## config.mk

```make
export PLATFORM = sky130hd
export DESIGN_NAME = rgbmf_ctrl
export DESIGN_NICKNAME = d
export VERILOG_FILES = /design/src/hdl/rgbmf_pkg.sv /design/src/hdl/rgbmf_ctrl.sv
export SDC_FILE = /design/constraint.sdc
export NUM_CORES = 1
export LEC_CHECK = 0
export ABC_AREA = 1
export BUFFER_PORTS_ARGS = -buffer_cell sky130_fd_sc_hd__buf_2
export CAP_MARGIN = 30
export CORE_AREA = 2 2 39 41
export DETAILED_ROUTE_END_ITERATION = 10
export DIE_AREA = 0 0 41 43
export GPL_ROUTABILITY_DRIVEN = 0
export PLACE_DENSITY = 0.63
export REMOVE_ABC_BUFFERS = 1
export SYNTH_ARGS = -nofsm -noshare
export SYNTH_HDL_FRONTEND = slang
export SYNTH_SLANG_ARGS = --single-unit
```

## constraint.sdc

```tcl
create_clock -name clk -period 1.3 [get_ports clk]
set_input_delay 0.26 -clock clk [delete_from_list [all_inputs] [get_ports clk]]
set_output_delay 0.26 -clock clk [all_outputs]
set_load 0.01 [all_outputs]
```

## src/hdl/rgbmf_pkg.sv

```systemverilog
`timescale 1ns / 1ps

package rgbmf_pkg;

  // Fixed field widths
  localparam int CH_W       = 8;
  localparam int PIX_W      = 3 * CH_W;
  localparam int CFG_W_W    = 11;
  localparam int CFG_H_W    = 16;
  localparam int CFG_K_W    = 3;
  localparam int CFG_IDX_W  = 2;
  localparam int CFG_DATA_W = 16;
  localparam int DIFF_W     = 27;

  // Parameter defaults
  localparam int DEF_MAX_WIDTH  = 1024;
  localparam int DEF_MAX_WINDOW = 7;

  // Register indexes
  localparam logic [CFG_IDX_W-1:0] REG_WIDTH  = 2'd0;
  localparam logic [CFG_IDX_W-1:0] REG_HEIGHT = 2'd1;
  localparam logic [CFG_IDX_W-1:0] REG_WINDOW = 2'd2;

  // Register reset values
  localparam logic [CFG_W_W-1:0] RST_WIDTH  = 11'd640;
  localparam logic [CFG_H_W-1:0] RST_HEIGHT = 16'd480;
  localparam logic [CFG_K_W-1:0] RST_WINDOW = 3'd3;

  // Controller to datapath commands
  typedef struct packed {
    logic accept;    // input transfer this cycle
    logic issue;     // read next window cell
    logic bit_done;  // settle one bit of the rank search
    logic load;      // load result register
  } cmd_t;

  // Datapath to controller status
  typedef struct packed {
    logic emit;       // accepted item yields a result
    logic border;     // result is a copy of the stored pixel
    logic cell_last;  // last window cell being read
    logic bit_last;   // last bit of the rank search
    logic out_free;   // result register can take a value
  } sts_t;

endpackage

```

## src/hdl/rgbmf_ctrl.sv

```systemverilog
`timescale 1ns / 1ps

module rgbmf_ctrl (
  input  logic               clk,
  input  logic               rst_n,
  input  logic               in_tvalid,
  output logic               in_tready,
  input  rgbmf_pkg::sts_t    sts,
  output rgbmf_pkg::cmd_t    cmd
);

  typedef enum logic [5:0] {
    S_IDLE  = 6'b000001,
    S_PASS  = 6'b000010,
    S_MED   = 6'b000100,
    S_DRAIN = 6'b001000,
    S_BIT   = 6'b010000,
    S_OUT   = 6'b100000
  } state_t;

  state_t state_r, state_nxt;

  assign in_tready = (state_r == S_IDLE);

  // Commands
  always_comb begin
    cmd          = '0;
    cmd.accept   = (state_r == S_IDLE) && in_tvalid;
    cmd.issue    = (state_r == S_MED);
    cmd.bit_done = (state_r == S_BIT);
    cmd.load     = (state_r == S_OUT) && sts.out_free;
  end

  // Next state
  always_comb begin
    state_nxt = state_r;
    case (state_r)
      S_IDLE: begin
        if (in_tvalid && sts.emit) begin
          state_nxt = sts.border ? S_PASS : S_MED;
        end
      end
      S_PASS:  state_nxt = S_OUT;
      S_MED: begin
        if (sts.cell_last) begin
          state_nxt = S_DRAIN;
        end
      end
      S_DRAIN: state_nxt = S_BIT;
      S_BIT:   state_nxt = sts.bit_last ? S_OUT : S_MED;
      S_OUT: begin
        if (sts.out_free) begin
          state_nxt = S_IDLE;
        end
      end
      default: state_nxt = S_IDLE;
    endcase
  end

  always_ff @(posedge clk) begin
    if (!rst_n) begin
      state_r <= S_IDLE;
    end else begin
      state_r <= state_nxt;
    end
  end

endmodule

```

==> metrics.md, run 1 <==
| Metric | Value |
|---|---|
| Die width | 41 µm |
| Seq pwr share | 0.240 |
| Worst Clk Skew | 0.00203 ns |
| CP Capture Type | primary output |
| Worst hold stages | 2 |
| Clock Power Share | 0.124 |
| Total negative slack | -0.142 ns |
| HP Class | primary input to register |
| Hpwl dp | approximately 800 µm |
| Register with the most flip-flops | state_r |
| Max Slew Vio Count | 0 |
| Max_cap viols | 0 |
| Top delay family on crit path | flip-flops |
| Lkg Pwr | 0.363 nW |
| Iteration-0 DRC count of the detailed router | 5 |
| Pre-CTS setup slack | 0.124 ns |
| Minimum clock period | roughly 1.4 ns |
| Biggest regs | state_r: 6 flops |
| DIE HEIGHT | 43 µm |
| Syn avg cell area | about 6.6 µm² |
| Outcome | complete, but fails checks |
| Post-layout worst setup margin | -0.0613 ns |
| Maximum net fanout on the critical path | 3 |
| Combinational share of power | 0.637 |
| Critical Path Start Type | register |
| CTS max path bufs | 2 |
| Hold Buf Count CTS | 0 |
| H-tree depth | 1 |
| Critical path type | register to primary output |
| Max reg flops | 6 |
| Worst-Skew Late Latency | 0.24 ns |
| Post-Syn Area | 449 µm² |
| R2R Path End | state_r[2] |
| CTS buffer count | 3 |
| Critical Path AT | about 1.1 ns |
| Crit path required time | 1.04 ns |
| Final wirelength | between 1000 and 1500 µm |
| Synth top area cells | dfxtp_1 (27%), inv_1 (11%), nor2_1 (9.2%) |
| Fmax | 0.735 GHz |
| RSZ-0062 raised after global routing | yes |
| Total GRT Usage | 0.142 |
| Net Sw Frac | 0.432 |
| Reg clk slew, reported paths | approximately 0.040 ns |
| Slowest-stage cell, CP | dfxtp_4 |
| Crit-path cells | inv_4 > nand2_4 > nor2_4 > nand2_1 > nor2_1 > buf_2 |
| Internal | 0.767 mW |
| Synth area leader | dfxtp_1 |
| Reg-to-reg slack, setup | 0.09 ns |
| Share of cells above drive strength 1 | 0.596 |
| Setup-failing EPs final | 4 |
| Hold Path End | state_r[0] |
| Core box area | 1380 µm² |
| First-pass GRT wire length | 1630 µm |
| Via/cell ratio | about 4.5 |
| Final hold vios | 0 |
| Initial antenna violation count | 0 |
| Post-synthesis register bit count | 6 |
| Area Growth Syn to Fin | 46.0% |
| Sw Pwr | 0.583 mW |
| I/O Buffers | 12 |
| Sequential share of the synthesized area | 0.267 |
| Rows | 14 |
| Relative slew slack | 0.891 |
| Antenna Cells | 0 |
| CTS tree | built |
| Period utilisation layout | 1.05 |
| Initial core utilization | 0.325 |
| Full die area | 1760 µm² |
| Mapped Cells | 68 |
| Largest net degree at the start of global routing | 5 |
| GRT overflow | 0 |
| Synth top area share | 0.267 |
| Net count reported at finish | 99 |
| Largest stage delay, worst path | 0.36 ns |
| Post-route ant nets | 0 |
| Vias in the first global route | ~400 |
| Filler instances | ~150 |
| Tightest Pin Transition | 0.163 ns |
| Router iterations before antenna repair | 4 |
| Worst reg-to-reg path cell count | 10 |
| IO Pins | 13 |
| HP Start | rst_n |
| Via count | 476 |
| Failing checks | setup timing |
| WL/cell | slightly below 10 µm |
| CTS sink cnt | 6 |
| Worst Path Buf+Inv | 2 |
| CTS root buf | clkbuf_4 |
| Count of cell types in the netlist | 16 |
| Peak supply drop | 0.976 mV |
| Syn. warnings | 0 |
| Crit Reg-Reg Startpoint | state_r[0] |
| DRC | 0 |
| Pwr Density | 2060 nW/µm² |
power by group through the flow:
stage / clock (mW) / combinational (mW) / sequential [mW]
floorplan: 0 / 0.462 / 0.276
global placement: 0 / 0.589 / 0.280
detailed placement: 0 / 0.598 / 0.282
CTS: 0.172 / 0.734 / 0.312
global route: 0.184 / 0.948 / 0.329
finish: 0.167 / 0.859 / 0.324
how the worst max path moves through the flow:
stage | to | start | cells past startpoint
after floorplan | cmd[0] | state_r[1] | 5
after global placement | cmd[0] | state_r[5] | 5
after detailed placement | state_r[0] | state_r[5] | 7
after CTS | cmd[0] | state_r[2] | 6
after global routing | cmd[3] | state_r[4] | 4
final | cmd[0] | state_r[0] | 6
per-layer routing:
metal,GRT usage,wire length (µm)
met5,0,0
met2,0.231,572
met4,0.0800,0
met3,0.0314,49
met1,0.158,415
layout by cell type, fill, tap and decap left out:
master	count
inv_1	11
nand3_1	5
nor2_2	4
buf_4	7
inv_2	4
clkbuf_4	3
dfxtp_2	3
nand3_2	2
o21bai_1	1
o21ai_1	1
nand4_2	2
nand3_4	1
buf_6	1
nand2_2	3
buf_2	11
inv_4	2
nor2_1	9
nor3_1	2
nor2_4	5
o21ai_2	1
dfxtp_4	3
nand2_1	7
nand2_4	1
stage by stage:
stage	hold slack [ns]	area (µm²)	std cells	util	power (mW)
3_3_place_gp	0.477	522	95	0.377	0.869
2_1_floorplan	0.344	442	67	-	0.738
4_1_cts	0.229	618	103	0.447	1.22
5_1_grt	0.257	656	105	0.474	1.46
3_5_place_dp	0.477	522	95	0.377	0.879
6_report	0.230	656	105	0.474	1.35
Yosys cell counts:
master     n
dfxtp_1    6
buf_4      1
nor2_1    11
nor2_4     3
nor2_2     4
o21ai_1    1
nor3_1     2
inv_2      4
nand4_2    2
o21ai_2    1
nand3_1    5
o21bai_1   1
inv_1     13
nand2_2    2
nand2_1    9
nand3_2    3
what timing repair did:
action | CTS | global route
resized for setup | 15 | 7
setup endpoints to repair | 5 | 6
pin swaps | 3 | 6
hold endpoints to repair | 0 | 0
buffers inserted | 5 | 2
cell type report:
type | instances | area (µm²) | share of cell area
clock buffer | 3 | 22.5 | 0.0344
sequential | 6 | 135 | 0.206
tap | 16 | 20.0 | 0.0305
timing repair buffer | 19 | 119 | 0.181
inverter | 17 | 68.8 | 0.105
multi-input combinational | 44 | 290 | 0.443
logic make-up after synthesis:
kind of cell,synth area share
AND/OR/NAND/NOR,0.526
buffers and inverters,0.159
flip-flops,0.267
AO/OA/AOI/OAI,0.0474
No activity file was read; power rests on OpenSTA's default activity.
==> inputs of run 2 (changes only) <==
--- a/config.mk
+++ b/config.mk
@@ -9,6 +9,7 @@
 export BUFFER_PORTS_ARGS = -buffer_cell sky130_fd_sc_hd__buf_2
 export CAP_MARGIN = 30
 export CORE_AREA = 2 2 39 41
+export CTS_BUF_LIST = sky130_fd_sc_hd__clkbuf_8
 export DETAILED_ROUTE_END_ITERATION = 10
 export DIE_AREA = 0 0 41 43
 export GPL_ROUTABILITY_DRIVEN = 0
==> run 2 against run 1 <==
Effect of this change:
- the run still ends with setup timing left
- flip-flop and latch count unchanged
- wire length is essentially flat
- global-route usage up 0.40 points
- cell count up 0.95%
- non-clock buffer count rose by 1
- critical path type unchanged
- largest cell class unchanged
- highest routed layer is now met4
==> metrics.md, run 2 (synthesis gave the netlist of run 1 again) <==
| Metric | Value |
|---|---|
| Seq. cell area | 135 µm² (unchanged) |
| Biggest regs | state_r: 6 flops |
| Total GRT Usage | 0.146 (+0.00402) |
| HP Class | primary input to register |
| Rows | 14 (unchanged) |
| IO Pins | 13 (unchanged) |
| CTS max path bufs | 2 (unchanged) |
| Hold Buf Count CTS | 0 (unchanged) |
| Worst Clk Skew | 0.00258 ns (+0.000549 ns) |
| Peak supply drop | 1.08 mV (+11%) |
| GRT overflow | 0 (unchanged) |
| RSZ-0062 raised after global routing | yes |
| Final wirelength | 1040 µm (about the same) |
| Largest stage delay, worst path | 0.35 ns (about the same) |
| Placed Area | 522 µm² (unchanged) |
| Via count | 471 (-1.1%) |
| Max Slew Vio Count | 0 (unchanged) |
| Critical Path Start Type | register |
| Vias in the first global route | 399 (-0.50%) |
| DIE HEIGHT | 43 µm (unchanged) |
| Pre-CTS setup slack | 0.124 ns (unchanged) |
| Reg clk slew, reported paths | 0.04 ns (about the same) |
| Crit Reg-Reg Startpoint | state_r[5] |
| Die width | 41 µm (unchanged) |
| Post-layout worst setup margin | -0.0213 ns (+0.0400 ns) |
| Core Util, Final | 0.503 (+0.0289) |
| CTS tree | built |
| Outcome | complete, but fails checks |
| Worst Path Buf+Inv | 2 (unchanged) |
| Critical Path AT | 1.06 ns (-0.04 ns) |
| CTS buffer count | 3 (unchanged) |
| Filler instances | 143 (-2.7%) |
| Share of cells above drive strength 1 | 0.600 (+0.00449) |
| Router iterations before antenna repair | 4 (unchanged) |
| Minimum clock period | 1.32 ns (-0.0400 ns) |
| Maximum net fanout on the critical path | 3 (unchanged) |
| Antenna Cells | 0 (unchanged) |
| Net count reported at finish | 100 (+1.0%) |
| Hold Path End | state_r[0] |
| Design area | 696 µm² (+6.1%) |
| Final hold vios | 0 (unchanged) |
| Tightest Pin Transition | 0.163 ns (-0.000569 ns) |
| Crit path required time | 1.04 ns (about the same) |
| Placed cells | 95 (unchanged) |
| Area of the multi-input gates | 295 µm² (+1.7%) |
| First-pass GRT wire length | 1640 µm (+0.86%) |
| Hold Slack | 0.248 ns (+0.0186 ns) |
| I/O Buffers | 12 (unchanged) |
| CTS sink cnt | 6 (unchanged) |
| Worst reg-to-reg path cell count | 8 (-2) |
| Register with the most flip-flops | state_r |
| Area Growth Syn to Fin | 54.9% |
| Period utilisation layout | 1.02 (-0.0308) |
| R2R Path End | state_r[0] |
| Max reg flops | 6 (unchanged) |
| Max_cap viols | 0 (unchanged) |
| Top delay family on crit path | flip-flops |
| Slowest-stage cell, CP | dfxtp_4 |
| Core box area | 1380 µm² (unchanged) |
| Reg-to-reg slack, setup | 0.09 ns (about the same) |
| Post-route ant nets | 0 (unchanged) |
| Setup-failing EPs final | 2 (-2) |
| Relative slew slack | 0.891 (about the same) |
| Crit-path cells | inv_4 > nand2_4 > nor2_4 > nand2_1 > nor2_1 > buf_2 |
| Commonest non-fill, non-tap cell in the layout | inv_1 |
| HP Start | rst_n |
| Initial antenna violation count | 0 (unchanged) |
| Worst hold stages | 2 (unchanged) |
| Most frequent cells in the layout | inv_1 (11), buf_2 (10), nor2_1 (9) |
| WL/cell | 9.79 µm (-0.85%) |
| Lkg Pwr | 0.378 nW (+4.2%) |
| Initial core utilization | 0.325 (unchanged) |
| Iteration-0 DRC count of the detailed router | 4 (-1) |
| Failing checks | setup timing |
| Via/cell ratio | 4.44 (-2.0%) |
| Critical path type | register to primary output |
| Hpwl dp | 791 µm (unchanged) |
| Full die area | 1760 µm² (unchanged) |
| Pwr Density | 2110 nW/µm² (+2.6%) |
| DRC | 0 (unchanged) |
| Largest net degree at the start of global routing | 5 (unchanged) |
| Worst-Skew Late Latency | 0.22 ns (-0.02 ns) |
| CTS root buf | clkbuf_8 |
| Fmax | 0.757 GHz (+3.0%) |
| Non-filler cells, final | 106 (+0.95%) |
| H-tree depth | 1 (unchanged) |
| CP Capture Type | primary output |
[run 2: stage by stage]
step                total power [mW]  TNS (ns)
floorplan                      0.738         0
global placement               0.869         0
finish                          1.47   -0.0312
detailed placement             0.879         0
CTS                             1.24   -0.0612
global route                    1.58    -0.290
[run 2: report_power, final]
group | internal, mW | total, mW | leakage [nW] | switching (mW)
Clock | 0.199 | 0.279 | 0.0216 | 0.0804
Combinational | 0.410 | 0.862 | 0.305 | 0.452
Sequential | 0.253 | 0.329 | 0.0520 | 0.0757
[run 2: layer usage]
metal | vias up | global-route usage | wire length, µm
li1 | 249 | - | -
met3 | 2 | 0.0471 | 53
met5 | - | 0 | 0
met2 | 14 | 0.225 | 530
met4 | 0 | 0.0800 | 14
met1 | 206 | 0.168 | 440
[run 2: how the worst max path moves through the flow]
stage               start    endpoint  cells after the start
5_1_grt        state_r[0]      cmd[3]                      5
6_report       state_r[0]      cmd[0]                      6
3_3_place_gp   state_r[5]      cmd[0]                      5
4_1_cts        state_r[2]      cmd[0]                      6
3_5_place_dp   state_r[5]  state_r[0]                      7
2_1_floorplan  state_r[1]      cmd[0]                      5
[run 2: layout make-up]
cell class	count	area share
clock buffer	3	0.0594
sequential	6	0.194
timing repair buffer	20	0.191
inverter	17	0.103
tap	16	0.0288
multi-input combinational	44	0.424
[run 2: what timing repair did]
action | 4_1_cts | 5_1_grt
setup endpoints to repair | 5 | 6
resized for setup | 14 | 11
pin swaps | 3 | 5
buffers inserted | 4 | 4
cloned | 0 | 0
